`src/sv/assert_macros.svh`:
```
// Assertion macros shared by the decoder modules.
// Depends on nothing; synthesis builds see empty bodies.
`ifndef ASSERT_MACROS_SVH
`define ASSERT_MACROS_SVH
`ifndef SYNTHESIS
`define ASSERT_IMPLIES(label, clk, rst_n, a, c) \
    label: assert property (@(posedge clk) disable iff (!rst_n) (a) |-> (c)) \
        else $error("assertion failed");
`define ASSERT_NEXT(label, clk, rst_n, a, c) \
    label: assert property (@(posedge clk) disable iff (!rst_n) (a) |=> (c)) \
        else $error("assertion failed");
`else
`define ASSERT_IMPLIES(label, clk, rst_n, a, c)
`define ASSERT_NEXT(label, clk, rst_n, a, c)
`endif
`endif

```
`src/sv/rcpwm_pkg.sv`:
```
// Shared constants and types of the RC PWM command decoder.
// Depends on nothing.
package rcpwm_pkg;
    localparam int NUM_CH = 4;
    localparam int COUNT_BITS_DEFAULT = 16;
    localparam int STEP_BITS = 11;
    localparam logic [2:0] REG_ROUND_STEP = 3'd0;
    localparam logic [2:0] REG_YAW_SCALE = 3'd1;
    localparam logic [2:0] REG_CLIMB_SCALE = 3'd4;
    localparam logic [2:0] REG_OFFSETS = 3'd5;
    localparam logic OP_TICK = 1'b0;
    localparam logic OP_READ = 1'b1;

    typedef struct packed {
        logic tick;
        logic read_go;
    } lane_ctrl_t;
endpackage

```
`src/sv/rcpwm_merge.sv`:
```
// Merging stage: collects the four lane commands into one result register.
// Depends on rcpwm_pkg and assert_macros.svh.
`include "assert_macros.svh"
module rcpwm_merge (
    input  logic                   clk,
    input  logic                   rst_n,
    input  logic [rcpwm_pkg::NUM_CH-1:0] lane_done,
    input  logic [15:0]            lane_cmd [rcpwm_pkg::NUM_CH],
    input  logic                   out_ready,
    output logic                   out_valid,
    output logic [15:0]            res [rcpwm_pkg::NUM_CH]
);
    logic        valid_reg, valid_next;
    logic [rcpwm_pkg::NUM_CH-1:0] seen_reg, seen_next;
    logic [rcpwm_pkg::NUM_CH-1:0] seen_all;
    logic        fire;
    logic [15:0] res_reg [rcpwm_pkg::NUM_CH];

    // Lanes finish at different times, so each completion is remembered until all are in.
    assign seen_all = seen_reg | lane_done;
    assign fire     = &seen_all;

    always_comb
    begin
        valid_next = valid_reg;
        seen_next  = seen_all;
        if (fire)
        begin
            valid_next = 1'b1;
            seen_next  = '0;
        end
        else if (out_ready)
            valid_next = 1'b0;
    end

    always_ff @(posedge clk or negedge rst_n)
    begin
        if (!rst_n)
        begin
            valid_reg <= 1'b0;
            seen_reg  <= '0;
        end
        else
        begin
            valid_reg <= valid_next;
            seen_reg  <= seen_next;
        end
    end

    always_ff @(posedge clk)
    begin
        if (fire)
            res_reg <= lane_cmd;
    end

    assign out_valid = valid_reg;
    assign res       = res_reg;

    `ASSERT_IMPLIES(a_no_overrun, clk, rst_n, |lane_done, !valid_reg)
    `ASSERT_IMPLIES(a_seen_clear, clk, rst_n, valid_reg, seen_reg == '0)
    `ASSERT_NEXT(a_hold, clk, rst_n, valid_reg && !out_ready, valid_reg)
endmodule

```
`config.mk`:
```
export PLATFORM = sky130hd
export DESIGN_NAME = rcpwm_merge
export DESIGN_NICKNAME = d
export VERILOG_FILES = /design/src/sv/rcpwm_pkg.sv /design/src/sv/rcpwm_merge.sv
export VERILOG_INCLUDE_DIRS = /design/src /design/src/sv
export SDC_FILE = /design/constraint.sdc
export NUM_CORES = 1
export LEC_CHECK = 0
export ABC_AREA = 1
export BUFFER_PORTS_ARGS = -buffer_cell sky130_fd_sc_hd__buf_2
export CELL_PAD_IN_SITES_DETAIL_PLACEMENT = 2
export CELL_PAD_IN_SITES_GLOBAL_PLACEMENT = 2
export CORE_AREA = 2 2 98 100
export CTS_CLUSTER_SIZE = 25
export DETAILED_ROUTE_END_ITERATION = 6
export DIE_AREA = 0 0 100 102
export PLACE_DENSITY_LB_ADDON = 0.1
export SETUP_SLACK_MARGIN = 0.1
export SYNTH_ARGS = -nofsm -noshare
export SYNTH_HDL_FRONTEND = slang
export SYNTH_SLANG_ARGS = --single-unit
```
`constraint.sdc`:
```
create_clock -name clk -period 2.5 [get_ports clk]
set_clock_uncertainty 0.2 [all_clocks]
set_input_delay 0.125 -clock clk [delete_from_list [all_inputs] [get_ports clk]]
set_output_delay 0.125 -clock clk [all_outputs]
set_load 0.01 [all_outputs]
```
==> results.md, run 1 <==
* Post-synthesis cell type count at 8
* IO Port Bufs at 135
* Top-count cell post-synth: edfxtp_1
* Via Count at 1,653
* Number of flip-flops in the largest register at 64
* Antenna violations before repair at 0
* DIE AREA at 0.0102 mm^2
* Syn avg cell area at 24.4 um^2
* ANT nets after route at 0
* FP Rows at 35
* Synth warnings at 0
* Max-Cap Viols at 0
* Clk sinks at between 60 and 70
* Post-synth EDFFs at 64
* DR pass1 iterations at 3
* Largest net degree at the start of global routing at 65
* Crit Path Class: input pin to flip-flop
* Part of the cycle the worst path needs at 68.7%
* First-pass GRT wire length at 9.69 mm
* Starting DRT DRC Count at 56
* # setup viols final at 0
* Rel. slew slack at about three quarters
* Area growth syn-to-layout at 82.4%
* Antenna cells at 0
* Most area-hungry cell type in the Yosys netlist: edfxtp_1
* Final WL at 6.65 mm
* Final min period at approximately 1.7 ns
* Initial Utilization at 23.6%
* Placed cell areas at 0.00298 mm^2
* Drt drc at 0
* Clk Latency, worst-skew pair at roughly 0.33 ns
* Layout Utilization at between 40 and 50%
* Die span in x at about 100 um
* Mapped Cells at 88
* Critical path fanouts, max at 64
* Peak VDD IR at ~0.49 mV
* Final Cell Area at between 0.003 and 0.004 mm^2
* Worst Slack Setup Final at approximately 0.8 ns
* Async SR Flop Fraction at 7.25%
* Main synth FF type: edfxtp_1
* CP arrival at roughly 1.5 ns
* Post-synth top cells: 64 x edfxtp_1, 5 x dfrtp_1, 4 x a21oi_1, 4 x inv_1
* Num CTS Buffers at 9
* H-tree depth reported by CTS at 3
* Final global-route overflow total at 0
* Area of the core at 0.00911 mm^2
* Hold Violations, Final at 0
* Gates resized, CTS repair at 0
* Routed wire per std cell at 15.7 um
* Hold Crit Class: input pin to flip-flop
* Pre-CTS setup slack at slightly below 0.9 ns
* Gpl congestion at 0.720
* CP Launch Type: input pin
* Share of cells above drive strength 1 at 50.2%
* Die height at 102 um
* Ports at 136
* Synth Cell Area at 0.00215 mm^2
* Worst-Margin Slew at 0.355 ns
* Sequential share of the synthesized area at approximately 95%
* Clk slew on worst S/H paths at 0.07 ns
* CP endpoint kind: flip-flop
* Synthesis-stage register bit count at 69
* CTS tree: done
* Max-slew violations at 0
* Max Buffers Root-to-Sink at 2
* Status: complete, no violations
* Clock root cell: clkbuf_8
* Required time worst endpoint at 2.30 ns
* Via/cell ratio at 3.90
* Leak Pwr at 1.64 nW
* RSZ-0062 raised after global routing: no
* Synth top area share at approximately 90%
* Vias in the first global route at 1,795
* Mapped Nets at 159
* Fin nets at 380
* Fmax at between 500 and 600 MHz
* Setup Total Neg Slack at 0 ns
* GRT Util Overall at 13.1%
* Synth area leaders: edfxtp_1 90%, dfrtp_1 5.8%, nor2_4 1.0%, a21oi_1 0.93%, nor2_2 0.87%
* PwrDens at 823 mW/mm^2
per-layer routing:
metal / share of wire [%] / GRT usage (%) / vias to the layer above
met5: 0 / 0 / -
met4: 2.2 / 4.53 / 0
met2: 57 / 25.2 / 62
li1: - / - / 773
met1: 35 / 12.7 / 807
met3: 6.2 / 5.27 / 11
kinds of logic (layout without fill, tap and decap cells):
group                  count (synthesis)  after routing  synth area share, %
and+or+nand+nor                       11             11                 2.97
DFF                                   69             69                 95.4
buffers and inverters                  4            229                0.700
AOI/OAI and AO/OA                      4              4                0.933
cells in the final DEF, fill, tap and decap left out, drive strengths merged:
cell           n
clkbuf         9
dlygate4sd3   74
clkinv         1
nor2           8
a21oi          4
edfxtp        64
bufinv         1
inv            3
buf          136
nand2          3
dfrtp          5
clkinvlp       5
worst max-delay path, stage by stage:
cell and delay, ns:
dlygate4sd3_1 0.52, buf_2 0.11, nor2_2 0.05, nor2_2 0.15
nand2_1 0.12, clkinvlp_4 0.10, buf_12 0.30
power breakdown:
part,internal (mW),leakage (nW),switching (mW)
Combinational,0.309,0.893,0.414
Clock,0.452,0.0833,0.409
Sequential,1.57,0.663,0.0653
Total,2.33,1.64,0.889
area by class of cell:
cell class,count,area [um^2]
Fill cell,916,5190
Multi-Input combinational cell,15,83.8
Sequential cell,69,2050
Clock buffer,9,124
Inverter,4,18.8
Tap cell,111,139
Clock inverter,6,65.1
Timing Repair Buffer,210,1440
per-stage QoR:
step           hold WS, ns  power, mW  std cells
5_1_grt              0.281       3.39        424
4_1_cts              0.275       3.27        424
3_5_place_dp        -0.255       2.27        335
6_report             0.299       3.22        424
3_3_place_gp        -0.248       2.26        335
2_1_floorplan       -0.371       1.94         88
worst paths after layout:
kind,from,end,slack (ns),cells past startpoint
setup / recovery,lane_done[1],res[41],0.78,7
hold / removal,lane_cmd[54],res[54],0.30,2
setup reg to reg,seen_reg[1],res[41],0.85,5
hold reg to reg,out_valid,out_valid,0.31,2
max in group asynchronous,rst_n,seen_reg[0],1.39,3
min in group asynchronous,rst_n,seen_reg[3],0.52,3
what timing repair did:
item | in CTS | in global routing
buffers inserted | 0 | 0
hold buffers | 74 | 0
hold endpoints to repair | 74 | 0
Power figures use the tool's default switching activity.
==> inputs of run 2 (changes only) <==
--- a/config.mk
+++ b/config.mk
@@ -6,14 +6,14 @@
 export SDC_FILE = /design/constraint.sdc
 export NUM_CORES = 1
 export LEC_CHECK = 0
-export ABC_AREA = 1
+export ABC_AREA = 0
 export BUFFER_PORTS_ARGS = -buffer_cell sky130_fd_sc_hd__buf_2
 export CELL_PAD_IN_SITES_DETAIL_PLACEMENT = 2
 export CELL_PAD_IN_SITES_GLOBAL_PLACEMENT = 2
-export CORE_AREA = 2 2 98 100
+export CORE_AREA = 2 2 93 95
 export CTS_CLUSTER_SIZE = 25
 export DETAILED_ROUTE_END_ITERATION = 6
-export DIE_AREA = 0 0 100 102
+export DIE_AREA = 0 0 95 97
 export PLACE_DENSITY_LB_ADDON = 0.1
 export SETUP_SLACK_MARGIN = 0.1
 export SYNTH_ARGS = -nofsm -noshare
==> constraint.sdc (replaced) <==
create_clock -name clk -period 1.6 [get_ports clk]
set_clock_uncertainty 0.2 [all_clocks]
set_input_delay 0.08 -clock clk [delete_from_list [all_inputs] [get_ports clk]]
set_output_delay 0.08 -clock clk [all_outputs]
set_load 0.01 [all_outputs]
==> run 2 against run 1 <==
The flow now finishes with violations (negative setup slack). Combinational power rose by 89%. Non-clock buffer count rose by 7. Largest cell class unchanged. Sequential share of layout area fell by 1.8 points. Via count rose by 2.1%. Clock-buffer cell count did not move. Clock power rose by 76%. Setup slack got worse by 0.84 ns.
==> results.md, run 2 <==
* Status: complete, but fails checks
* Failing checks: negative setup slack
* Layout Utilization at 49.9% (+6.9 points)
* Final WL at 7.36 mm (+11%)
* Critical path fanouts, max at 4 (-94%)
* Synth warnings at 0 (unchanged)
* Final min period at 1.66 ns
* Placed insts at 324 (-3.3%)
* Final global-route overflow total at 0 (unchanged)
* Leak Pwr at 1.71 nW (+4.3%)
* Met1 usage at 15.9% (+3.3 points)
* DR pass1 iterations at 4 (+1)
* R2R Path End: res[53]
* Area growth syn-to-layout at 89.5%
* Async SR Flop Fraction at 7.25% (unchanged)
* Post-Synth Simple-Gate Area at 1.75% (-1.2 points)
* H-tree depth reported by CTS at 3 (unchanged)
* Share of cells above drive strength 1 at 53.4% (+3.2 points)
* Placed cell areas at 0.00301 mm^2 (+0.71%)
* Synthesis-stage register bit count at 69 (unchanged)
* Hold Crit Depth at 3 (+1)
* Largest family of logic cells by synthesized area: compound AO/OA/AOI/OAI gates
* Post-synth top cells: 64 x edfxtp_1, 5 x dfrtp_1, 4 x nor2_2, 4 x o32a_1
* Commonest non-fill, non-tap cell in the layout: buf_2
* FP Rows at 33 (-5.7%)
* Final Hold Slack at 0.0231 ns (-0.276 ns)
* Ports at 136 (unchanged)
* DP HPWL at 4.45 mm
* Antenna cells at 0 (unchanged)
* Via Count at 1,687 (+2.1%)
* Fmax at a little over 600 MHz
* PwrDens at 1350 mW/mm^2 (+64%)
* R2R Setup Slk at -0.06 ns (-0.91 ns)
* ANT nets after route at 0 (unchanged)
* Fin nets at 379 (-0.26%)
* Rel. slew slack at 77.9% (+1.5 points)
* Final Non-Filler Cells at 418 (-1.4%)
* Mapped Cells at 80 (-9.1%)
* CP arrival at 1.52 ns (about the same)
* Pre-CTS setup slack at -0.0315 ns (-0.910 ns)
* Largest net degree at the start of global routing at 47 (-28%)
* Top Usage Layer GRT: met2
* Post-synthesis cell type count at 7 (-1)
* Drt drc at 0 (unchanged)
* Gpl congestion at 0.713 (-1.0%)
* Reg2Reg Depth at 5 (unchanged)
* Antenna violations before repair at 0 (unchanged)
* Max-slew violations at 0 (unchanged)
* Worst Slack Setup Final at -0.0554 ns (-0.837 ns)
* # setup viols final at 61 (+61)
* Starting DRT DRC Count at 23 (-59%)
* Hold Startpoint: lane_done[1]
* Crit Path Class: flip-flop to flip-flop
* Worst-Margin Slew at 0.332 ns (-0.0234 ns)
* Final Cell Area at 0.00406 mm^2 (+3.6%)
* Synth top area share at 89.8% (+0.21 points)
* First-pass GRT wire length at 10.8 mm (+12%)
* Routed wire per std cell at 17.6 um (+12%)
* Portion of netlist area occupied by mux cells at 0% (unchanged)
* Hold Crit Class: input pin to flip-flop
* Number of flip-flops in the largest register at 64 (unchanged)
* Main synth FF type: edfxtp_1
* IO Port Bufs at 135 (unchanged)
* Peak VDD IR at 0.486 mV (+0.18%)
* Die height at 97 um (-4.9%)
* Mapped Nets at 151 (-5.0%)
* Die span in x at 95 um (-5.0%)
* Synth Area in XOR/XNOR at 0% (unchanged)
* Synth Area in Compound Gates at 2.63% (+1.7 points)
* Max-Cap Viols at 0 (unchanged)
* Initial Utilization at 26.3% (+2.8 points)
* Most area-hungry cell type in the Yosys netlist: edfxtp_1
* Num CTS Buffers at 9 (unchanged)
* Adder-Cell Fraction of Synth Area at 0% (unchanged)
* Met2 usage at 31.4% (+6.2 points)
* CP Launch Type: flip-flop
* Clk Latency, worst-skew pair at 0.34 ns (about the same)
* Synth area leaders: edfxtp_1 90%, dfrtp_1 5.8%, o32a_1 1.9%, nor2_2 1.2%, o41ai_2 0.76%
* Max Buffers Root-to-Sink at 2 (unchanged)
* Post-synth EDFFs at 64 (unchanged)
* Hold Violations, Final at 0 (unchanged)
* CP endpoint kind: flip-flop
* Setup Total Neg Slack at -1.35 ns (-1.35 ns)
* Top-count cell post-synth: edfxtp_1
* Clk sinks at 69 (unchanged)
* Clk slew on worst S/H paths at 0.07 ns (about the same)
* RSZ-0062 raised after global routing: yes
* Via/cell ratio at 4.04 (+3.5%)
* Worst Hold End: out_valid
* Pwr Total at 5.47 mW (+70%)
* CTS tree: done
* Sequential share of the synthesized area at 95.6% (+0.22 points)
* Required time worst endpoint at 1.47 ns (-0.83 ns)
* DIE AREA at 0.00922 mm^2 (-9.7%)
* Clock root cell: clkbuf_8
* Part of the cycle the worst path needs at 103%
* Vias in the first global route at 1,948 (+8.5%)
* Synth Cell Area at 0.00214 mm^2 (-0.23%)
* Syn avg cell area at 26.8 um^2 (+9.7%)
* Met3 Track Usage GR at 3.58% (-1.7 points)
* Commonest non-fill, non-tap cells in the layout: 135 x buf_2, 71 x dlygate4sd3_1, 64 x edfxtp_1, 9 x clkbuf_8, 5 x dfrtp_1
* Area of the core at 0.00813 mm^2 (-11%)
* Reg2reg start: seen_reg[2]
* GRT Util Overall at 16.4% (+3.3 points)
[run 2: cell count changes after synthesis, moves of 2 or more]
cell,delta
a21oi_1,-4
inv_1,-4
nand2_1,-3
nor2_1,-3
nor2_4,-2
o32a_1,+4
[run 2: worst max path at each step]
stage	slack [ns]	endpoint	cells past startpoint	startpoint
floorplan	-1.60	res[0]	2	seen_reg[0]
global placement	0.02	res[41]	3	seen_reg[0]
detailed placement	-0.03	res[44]	3	seen_reg[2]
CTS	-0.02	res[62]	3	seen_reg[2]
global route	-0.16	res[53]	5	seen_reg[2]
finish	-0.06	res[53]	5	seen_reg[2]
[run 2: area by class of cell]
type	count	area [um^2]
Clock inverter	7	90.1
Fill cell	784	4080
Clock buffer	9	124
Multi-Input combinational cell	11	109
Timing Repair Buffer	217	1560
Sequential cell	69	2050
Tap cell	105	131
[run 2: repair_timing]
action,4_1_cts,5_1_grt
hold buffers,71,0
cloned,1,3
pin swaps,0,1
endpoints found under the setup margin,64,64
setup buffers,1,2
hold endpoints to repair,74,0
gates resized for setup,3,7
[run 2: per-layer routing]
layer  part of all wire [%]  up-vias
met2                     58       72
li1                       -      782
met3                    5.3       14
met4                    2.7        0
met5                      0        -
met1                     34      819
[run 2: critical path, stage by stage (launching register included)]
cell and delay (ns):
dfrtp_1 0.39, nor2_2 0.07, nor4_4 0.28, buf_6 0.16, buf_8 0.13, clkbuf_16 0.14
[run 2: cells by family after synthesis]
kind of cell    Yosys count
flops                    69
simple gates              6
compound gates            5
[run 2: where the power goes]
| part | switching [mW] | internal [mW] | leakage [nW] |
|---|---|---|---|
| logic | 0.697 | 0.674 | 0.941 |
| clock network | 0.652 | 0.869 | 0.107 |
| registers | 0.126 | 2.46 | 0.663 |
