$ cat config.mk
export PLATFORM = sky130hd
export DESIGN_NAME = rcpwm_lane
export DESIGN_NICKNAME = d
export VERILOG_FILES = /design/src/sv/rcpwm_pkg.sv /design/src/sv/rcpwm_lane.sv
export VERILOG_INCLUDE_DIRS = /design/src /design/src/sv
export SDC_FILE = /design/constraint.sdc
export NUM_CORES = 2
export LEC_CHECK = 0
export BUFFER_PORTS_ARGS = -buffer_cell sky130_fd_sc_hd__clkbuf_2
export CORE_AREA = 10 10 218 323
export CTS_CLUSTER_DIAMETER = 150
export DETAILED_ROUTE_END_ITERATION = 10
export DIE_AREA = 0 0 228 333
export GPL_TIMING_DRIVEN = 0
export HOLD_SLACK_MARGIN = 0.06
export REMOVE_ABC_BUFFERS = 1
export SETUP_SLACK_MARGIN = 0.02
export SLEW_MARGIN = 20
export SYNTH_ARGS = -nofsm -noshare
export SYNTH_HDL_FRONTEND = slang
export SYNTH_SLANG_ARGS = --single-unit
$ cat constraint.sdc
create_clock -name clk -period 14.4 [get_ports clk]
set_clock_uncertainty 0.05 [all_clocks]
set_input_delay 1.44 -clock clk [delete_from_list [all_inputs] [get_ports clk]]
set_output_delay 1.44 -clock clk [all_outputs]
set_load 0.01 [all_outputs]
$ cat src/sv/assert_macros.svh
// Assertion macros shared by the decoder modules.
// Depends on nothing; synthesis builds see empty bodies.
`ifndef ASSERT_MACROS_SVH
`define ASSERT_MACROS_SVH
`ifndef SYNTHESIS
`define ASSERT_IMPLIES(label, clk, rst_n, a, c) \
    label: assert property (@(posedge clk) disable iff (!rst_n) (a) |-> (c)) \
        else $error("assertion failed");
`define ASSERT_NEXT(label, clk, rst_n, a, c) \
    label: assert property (@(posedge clk) disable iff (!rst_n) (a) |=> (c)) \
        else $error("assertion failed");
`else
`define ASSERT_IMPLIES(label, clk, rst_n, a, c)
`define ASSERT_NEXT(label, clk, rst_n, a, c)
`endif
`endif

$ cat src/sv/rcpwm_pkg.sv
// Shared constants and types of the RC PWM command decoder.
// Depends on nothing.
package rcpwm_pkg;
    localparam int NUM_CH = 4;
    localparam int COUNT_BITS_DEFAULT = 16;
    localparam int STEP_BITS = 11;
    localparam logic [2:0] REG_ROUND_STEP = 3'd0;
    localparam logic [2:0] REG_YAW_SCALE = 3'd1;
    localparam logic [2:0] REG_CLIMB_SCALE = 3'd4;
    localparam logic [2:0] REG_OFFSETS = 3'd5;
    localparam logic OP_TICK = 1'b0;
    localparam logic OP_READ = 1'b1;

    typedef struct packed {
        logic tick;
        logic read_go;
    } lane_ctrl_t;
endpackage

$ cat src/sv/rcpwm_lane.sv
// One channel lane: pulse width counter and iterative width-to-command mapper.
// Depends on rcpwm_pkg and assert_macros.svh.
`include "assert_macros.svh"
module rcpwm_lane #(
    parameter int COUNT_BITS = rcpwm_pkg::COUNT_BITS_DEFAULT
) (
    input  logic                     clk,
    input  logic                     rst_n,
    input  rcpwm_pkg::lane_ctrl_t    ctrl,
    input  logic                     pin,
    input  logic [10:0]              round_step,
    input  logic [63:0]              scale,
    input  logic [15:0]              offset,
    output logic                     done,
    output logic [15:0]              cmd
);
    localparam logic [COUNT_BITS-1:0] CNT_MAX = '1;
    localparam int XW = ((COUNT_BITS > 16) ? COUNT_BITS : 16) + 1;
    localparam int PW = XW + 17;
    localparam int QW = PW;
    localparam int CW = $clog2(QW + 2) + 1;

    localparam logic [2:0] S_IDLE = 3'd0;
    localparam logic [2:0] S_MOD = 3'd1;
    localparam logic [2:0] S_MUL = 3'd2;
    localparam logic [2:0] S_DIV = 3'd3;
    localparam logic [2:0] S_FIN = 3'd4;

    logic [COUNT_BITS-1:0] cnt_reg, cnt_next;
    logic [COUNT_BITS-1:0] width_reg, width_next;
    logic                  prev_reg, prev_next;
    logic [15:0]           last_reg, last_next;
    logic [2:0]            state_reg, state_next;
    logic [CW-1:0]         step_reg, step_next;
    logic [COUNT_BITS-1:0] rem_reg, rem_next;
    logic [PW-1:0]         num_reg, num_next;
    logic [QW-1:0]         quo_reg, quo_next;
    logic [PW-1:0]         part_reg, part_next;
    logic                  neg_reg, neg_next;
    logic                  done_reg, done_next;

    logic [15:0] in_low, in_high;
    logic signed [15:0] out_min, out_max;
    logic [10:0] step_eff;
    logic [COUNT_BITS-1:0] wq;
    logic signed [XW-1:0] dx;
    logic signed [17:0] dy;
    logic signed [17:0] dn;
    logic signed [PW-1:0] prod;
    logic [16:0] dn_abs;
    logic [PW-1:0] trial;
    logic [PW-1:0] quo_s;
    logic signed [PW+1:0] r;
    logic in_range;
    logic [COUNT_BITS-1:0] rem_sub;

    assign in_low   = scale[15:0];
    assign in_high  = scale[31:16];
    assign out_min  = scale[47:32];
    assign out_max  = scale[63:48];
    assign step_eff = (round_step == 11'd0) ? 11'd1 : round_step;
    assign rem_sub  = rem_reg - COUNT_BITS'(step_eff);
    assign wq       = width_reg - rem_reg;
    assign dx       = $signed(XW'(wq)) - $signed(XW'(in_low));
    assign dy       = $signed({{2{out_max[15]}}, out_max}) - $signed({{2{out_min[15]}}, out_min});
    assign dn       = $signed({2'b00, in_high}) - $signed({2'b00, in_low});
    assign prod     = PW'(dx) * PW'(dy);
    assign dn_abs   = dn[17] ? 17'(-dn) : 17'(dn);
    assign trial    = {part_reg[PW-2:0], num_reg[PW-1]};
    assign quo_s    = neg_reg ? -quo_reg : quo_reg;
    assign r        = $signed({quo_s[PW-1], quo_s[PW-1], quo_s})
                      + (PW+2)'(out_min) + (PW+2)'($signed(offset));
    assign in_range = (r >= (PW+2)'(out_min)) && (r <= (PW+2)'(out_max));

    always_comb
    begin
        cnt_next   = cnt_reg;
        width_next = width_reg;
        prev_next  = prev_reg;
        last_next  = last_reg;
        state_next = state_reg;
        step_next  = step_reg;
        rem_next   = rem_reg;
        num_next   = num_reg;
        quo_next   = quo_reg;
        part_next  = part_reg;
        neg_next   = neg_reg;
        done_next  = 1'b0;
        if (ctrl.tick)
        begin
            if (pin)
            begin
                if (!prev_reg)
                    cnt_next = COUNT_BITS'(1);
                else if (cnt_reg != CNT_MAX)
                    cnt_next = cnt_reg + COUNT_BITS'(1);
            end
            else if (prev_reg)
            begin
                width_next = cnt_reg;
            end
            prev_next = pin;
        end
        unique case (state_reg)
            S_IDLE:
            begin
                if (ctrl.read_go)
                begin
                    rem_next   = width_reg;
                    state_next = S_MOD;
                end
            end
            S_MOD:
            begin
                if (rem_reg >= COUNT_BITS'(step_eff))
                    rem_next = rem_sub;
                else
                    state_next = S_MUL;
            end
            S_MUL:
            begin
                num_next   = prod[PW-1] ? -prod : prod;
                neg_next   = prod[PW-1] ^ dn[17];
                quo_next   = '0;
                part_next  = '0;
                step_next  = '0;
                state_next = S_DIV;
            end
            S_DIV:
            begin
                num_next = {num_reg[PW-2:0], 1'b0};
                if (trial >= PW'(dn_abs))
                begin
                    part_next = trial - PW'(dn_abs);
                    quo_next  = {quo_reg[QW-2:0], 1'b1};
                end
                else
                begin
                    part_next = trial;
                    quo_next  = {quo_reg[QW-2:0], 1'b0};
                end
                step_next = step_reg + CW'(1);
                if (step_reg == CW'(PW - 1))
                    state_next = S_FIN;
            end
            S_FIN:
            begin
                if (dn != 18'sd0 && in_range)
                    last_next = r[15:0];
                done_next  = 1'b1;
                state_next = S_IDLE;
            end
            default:
                state_next = S_IDLE;
        endcase
    end

    always_ff @(posedge clk or negedge rst_n)
    begin
        if (!rst_n)
        begin
            cnt_reg   <= '0;
            width_reg <= '0;
            prev_reg  <= 1'b0;
            last_reg  <= '0;
            state_reg <= S_IDLE;
            done_reg  <= 1'b0;
        end
        else
        begin
            cnt_reg   <= cnt_next;
            width_reg <= width_next;
            prev_reg  <= prev_next;
            last_reg  <= last_next;
            state_reg <= state_next;
            done_reg  <= done_next;
        end
    end

    always_ff @(posedge clk)
    begin
        step_reg <= step_next;
        rem_reg  <= rem_next;
        num_reg  <= num_next;
        quo_reg  <= quo_next;
        part_reg <= part_next;
        neg_reg  <= neg_next;
    end

    assign done = done_reg;
    assign cmd  = last_reg;

    `ASSERT_NEXT(a_go_leaves_idle, clk, rst_n, ctrl.read_go && state_reg == S_IDLE,
        state_reg == S_MOD)
    `ASSERT_NEXT(a_fin_done, clk, rst_n, state_reg == S_FIN, done_reg)
    `ASSERT_IMPLIES(a_done_idle, clk, rst_n, done_reg, state_reg == S_IDLE)
endmodule

==> metrics.txt <==
# TYPE chip_impl_metric gauge
chip_impl_info{name="outcome",value="finished, final reports clean"} 1
chip_impl_metric{name="dpl_worst_slack",unit="ns"} 1.938
chip_impl_metric{name="post_cts_resize_count",unit=""} 0
chip_impl_metric{name="grt_pass1_vias",unit=""} 23000
chip_impl_metric{name="grt_first_pass_wirelength",unit="mm"} 124.1
chip_impl_metric{name="cts_hold_repair.buffers",unit=""} 0
chip_impl_metric{name="dr_total_vias",unit=""} 22290
chip_impl_info{name="reg_to_reg_start",value="rem_reg[1]$_DFFE_PP_"} 1
chip_impl_metric{name="grt_start_max_net_pins",unit=""} 64
chip_impl_metric{name="finalHoldViolCount",unit=""} 0
chip_impl_metric{name="postSynthRegisterBits",unit=""} 178
chip_impl_metric{name="post-route-worst-setup-slack",unit="ns"} 2.252
chip_impl_metric{name="dp.final_hpwl",unit="mm"} 64.97
chip_impl_metric{name="cts_buffers",unit=""} 17
chip_impl_metric{name="first_iter_violations",unit=""} 1190
chip_impl_info{name="clock_tree.root_cell",value="sky130_fd_sc_hd__clkbuf_16"} 1
chip_impl_metric{name="synthXorXnorAreaFrac",unit="%"} 7.634
chip_impl_metric{name="detailroute.wirelength.met3",unit="mm"} 2.607
chip_impl_metric{name="ioPinCount",unit=""} 113
chip_impl_metric{name="ant_nets",unit=""} 0
chip_impl_info{name="largest_family_of_logic_cells_by_synthesized_area",value="adder cells"} 1
chip_impl_metric{name="compound_cell_area_share_of_the_yosys_netlist",unit="%"} 12.27
chip_impl_info{name="rsz0062_at_grt",value="false"} 1
chip_impl_info{name="cp_slowest_cell",value="sky130_fd_sc_hd__a31oi_1"} 1
chip_impl_metric{name="drive_above_1_share",unit="%"} 7.862
chip_impl_metric{name="htree_num_levels",unit=""} 4
chip_impl_metric{name="avgViaCountPerCell",unit=""} 5.269
chip_impl_metric{name="number_of_synthesized_flops_with_an_enable_pin",unit=""} 125
chip_impl_metric{name="drt_wl_total",unit="mm"} 75.60
chip_impl_metric{name="antenna_found_initial",unit=""} 2
chip_impl_metric{name="routabilityCongestion",unit=""} 0.8622
chip_impl_metric{name="longest_individual_stage_delay_on_the_worst_path",unit="ns"} 0.81
chip_impl_info{name="timing.critical_path.to_type",value="register"} 1
chip_impl_info{name="maxUsedRoutingLayer",value="met4"} 1
chip_impl_metric{name="yosysUniqueCellTypes",unit=""} 96
chip_impl_metric{name="timing.final.crit_share",unit="%"} 84.36
chip_impl_metric{name="die_area",unit="um^2"} 75920
chip_impl_metric{name="drv_cap",unit=""} 0
chip_impl_metric{name="worst_pin_slew",unit="ns"} 1.268
chip_impl_metric{name="rows",unit=""} 114
chip_impl_info{name="hp-class",value="register to register"} 1
chip_impl_metric{name="globalRoute.totalOverflow",unit=""} 0
chip_impl_metric{name="worst-path-max-fanout",unit=""} 10
chip_impl_metric{name="setup_viol_count_final",unit=""} 0
chip_impl_info{name="type_of_origin_of_the_critical_path",value="register"} 1
chip_impl_metric{name="worst-endpoint-arrival",unit="ns"} 12.35
chip_impl_metric{name="total_setup_buffers_inserted_after_cts",unit=""} 0
chip_impl_info{name="hold_path.startpoint",value="cmd[3]$_DFFE_PN0P_"} 1
chip_impl_metric{name="final_nets",unit=""} 4060
chip_impl_metric{name="port-buffer-count",unit=""} 112
chip_impl_metric{name="clkLatencyLatePin",unit="ns"} 0.50
chip_impl_metric{name="avgSynthCellArea",unit="um^2"} 8.766
chip_impl_info{name="tritoncts",value="done"} 1
chip_impl_metric{name="area_growth_syn_to_fin",unit="%"} 8.309
chip_impl_metric{name="final-max-slew-violation-count",unit=""} 0
chip_impl_metric{name="grt.total_usage",unit="%"} 20.48
chip_impl_metric{name="required",unit="ns"} 14.60
chip_impl_metric{name="drt-pass1-iter-count",unit=""} 4
chip_impl_metric{name="synth_mux_area_share",unit="%"} 1.879
chip_impl_metric{name="core_area",unit="um^2"} 64330
chip_impl_metric{name="post_synth_fa_ha_maj_area_fraction",unit="%"} 35.74
chip_impl_metric{name="syn-instance-count",unit=""} 3281
chip_impl_metric{name="met2_length",unit="mm"} 38.12
chip_impl_metric{name="routed_met1_length",unit="mm"} 30.50
chip_impl_metric{name="synthSimpleGateAreaFrac",unit="%"} 16.17
chip_impl_info{name="critical_path.startpoint",value="rem_reg[1]$_DFFE_PP_"} 1
chip_impl_info{name="critical_path_class",value="register to register"} 1
chip_impl_info{name="synthFlopType",value="sky130_fd_sc_hd__edfxtp_1"} 1
chip_impl_metric{name="synth.yosys.warnings",unit=""} 0
chip_impl_info{name="crit_top_cell",value="sky130_fd_sc_hd__fa_1"} 1
chip_impl_metric{name="postSynth.asyncResetShare",unit="%"} 29.78
chip_impl_metric{name="start_util",unit="%"} 44.71
chip_impl_metric{name="hold_ws",unit="ns"} 0.4596
chip_impl_metric{name="max-slew-margin-rel",unit="%"} 15.21
chip_impl_metric{name="cts.reportedPaths.clkPinSlew",unit="ns"} 0.09
chip_impl_metric{name="wire_per_inst",unit="um"} 17.87
chip_impl_metric{name="fmax",unit="MHz"} 82.32
chip_impl_metric{name="finalWorstPathRequiredPeriod",unit="ns"} 12.15
chip_impl_metric{name="cts_sinks",unit=""} 178
chip_impl_metric{name="ys_seq_area_share",unit="%"} 17.66
chip_impl_metric{name="drcViolationCount",unit=""} 0
chip_impl_metric{name="clock_tree_buf_depth",unit=""} 2
chip_impl_metric{name="die_width",unit="um"} 228
chip_impl_metric{name="syn-cell-area",unit="um^2"} 28760
chip_impl_metric{name="die_boundary_height",unit="um"} 333
layout make-up:
cell class	instances	area, um^2
Tap cell	870	1089
Multi-Input combinational cell	2446	21350
Clock buffer	18	450.4
Fill cell	6334	33180
Antenna cell	3	7.507
Clock inverter	14	156.4
Timing Repair Buffer	129	867.1
Inverter	573	2151
Sequential cell	178	5081
synthesized netlist by cell type (10+ instances only):
cell / number / area, um^2
sky130_fd_sc_hd__o21bai_1: 14 / 105.1
sky130_fd_sc_hd__and3_1: 45 / 281.5
sky130_fd_sc_hd__ha_1: 288 / 3603
sky130_fd_sc_hd__or2_2: 21 / 131.4
sky130_fd_sc_hd__nand3_1: 47 / 235.2
sky130_fd_sc_hd__edfxtp_1: 125 / 3754
sky130_fd_sc_hd__nor2_1: 375 / 1408
sky130_fd_sc_hd__a21o_1: 68 / 510.5
sky130_fd_sc_hd__inv_1: 572 / 2147
sky130_fd_sc_hd__nand2b_1: 34 / 212.7
sky130_fd_sc_hd__nand4_1: 29 / 181.4
sky130_fd_sc_hd__mux2i_1: 18 / 180.2
sky130_fd_sc_hd__nand2_1: 240 / 900.9
sky130_fd_sc_hd__xnor2_1: 152 / 1331
sky130_fd_sc_hd__a21oi_1: 129 / 645.6
sky130_fd_sc_hd__o21a_1: 21 / 157.7
sky130_fd_sc_hd__a211oi_1: 20 / 150.1
sky130_fd_sc_hd__xor2_1: 95 / 832.1
sky130_fd_sc_hd__clkbuf_1: 71 / 266.5
sky130_fd_sc_hd__nor2b_1: 39 / 244.0
sky130_fd_sc_hd__o21ai_1: 10 / 50.05
sky130_fd_sc_hd__mux2_2: 32 / 360.4
sky130_fd_sc_hd__fa_1: 331 / 6626
sky130_fd_sc_hd__a21boi_0: 20 / 150.1
sky130_fd_sc_hd__and2_1: 13 / 81.33
sky130_fd_sc_hd__a31oi_1: 21 / 131.4
sky130_fd_sc_hd__nor4_1: 17 / 106.4
sky130_fd_sc_hd__o21ai_0: 127 / 635.6
sky130_fd_sc_hd__o31ai_1: 25 / 187.7
sky130_fd_sc_hd__or4_1: 10 / 75.07
sky130_fd_sc_hd__dfrtp_1: 53 / 1326
sky130_fd_sc_hd__nor3_1: 44 / 220.2
sky130_fd_sc_hd__or3_1: 35 / 219.0
placed cells by master, fill, tap and decap left out, drive strengths merged, types with 7 or more instances in the layout:
cell     Yosys  routed
nor4        18      18
nor2b       39      39
nand3       47      47
nand4       30      30
or4         11      11
xor2        96      96
buf         13      17
ha         288     288
o21ai      137     137
o211ai       8       8
edfxtp     125     125
and3        45      45
or3         36      36
and2        15      15
fa         331     331
a21boi      23      23
nor3        44      44
o21a        21      21
dfrtp       53      53
o31ai       27      27
o21bai      14      14
mux2i       18      18
nand2      240     240
mux2        32      32
a211oi      22      22
and4         7       7
nand2b      34      34
a21oi      131     131
a21o        68      68
o2111ai      7       7
nor2       375     375
inv        572     581
xnor2      153     153
clkbuf      71     130
a211o        8       8
or2         23      23
a31oi       21      21
cell families after synthesis:
family,Yosys count
AND/OR/NAND/NOR,987
buffers and inverters,657
adder cells (fa/ha/maj),624
AO/OA/AOI/OAI,536
XOR/XNOR,249
flip-flops,178
multiplexers,50
per-stage QoR:
stage	instances	area, um^2	utilization (%)	TNS (ns)
after floorplan	3197	28430	-	0
after global placement	4179	30080	46.75	-96.08
after CTS	4228	31130	48.39	0
final	4231	31150	48.43	0
after global routing	4229	31150	48.42	0
after detailed placement	4196	30520	47.45	0
path summary, 6_finish.rpt:
| kind | slack (ns) | endpoint | cells after the start |
|---|---|---|---|
| setup / recovery | 2.25 | num_reg[28]$_DFFE_PP_ | 37 |
| hold / removal | 0.46 | cmd[3]$_DFFE_PN0P_ | 1 |
| setup reg to reg | 2.25 | num_reg[28]$_DFFE_PP_ | 37 |
| hold reg to reg | 0.46 | cmd[3]$_DFFE_PN0P_ | 1 |
| max in group asynchronous | 12.95 | width_reg[10]$_DFFE_PN0P_ | 2 |
| min in group asynchronous | 0.82 | done$_DFF_PN0_ | 1 |
worst max-delay path, delay by kind of cell, from the launching register on:
family,cells,cell delay [ns]
xor+xnor,3,1.05
fa+ha+maj,9,4.13
simple gates,5,0.86
mux,1,0.27
compound gates,15,4.77
buf+inv,4,0.29
flops,1,0.46
metal layers:
metal / GRT usage (%) / vias to the layer above
met5: 0 / -
met4: 11.11 / 0
met3: 2.923 / 134
met2: 36.15 / 419
met1: 23.56 / 10810
li1: - / 10930
Power is not shown: default switching activity piles up to over one toggle a cycle in this logic, so the estimate is an artifact.
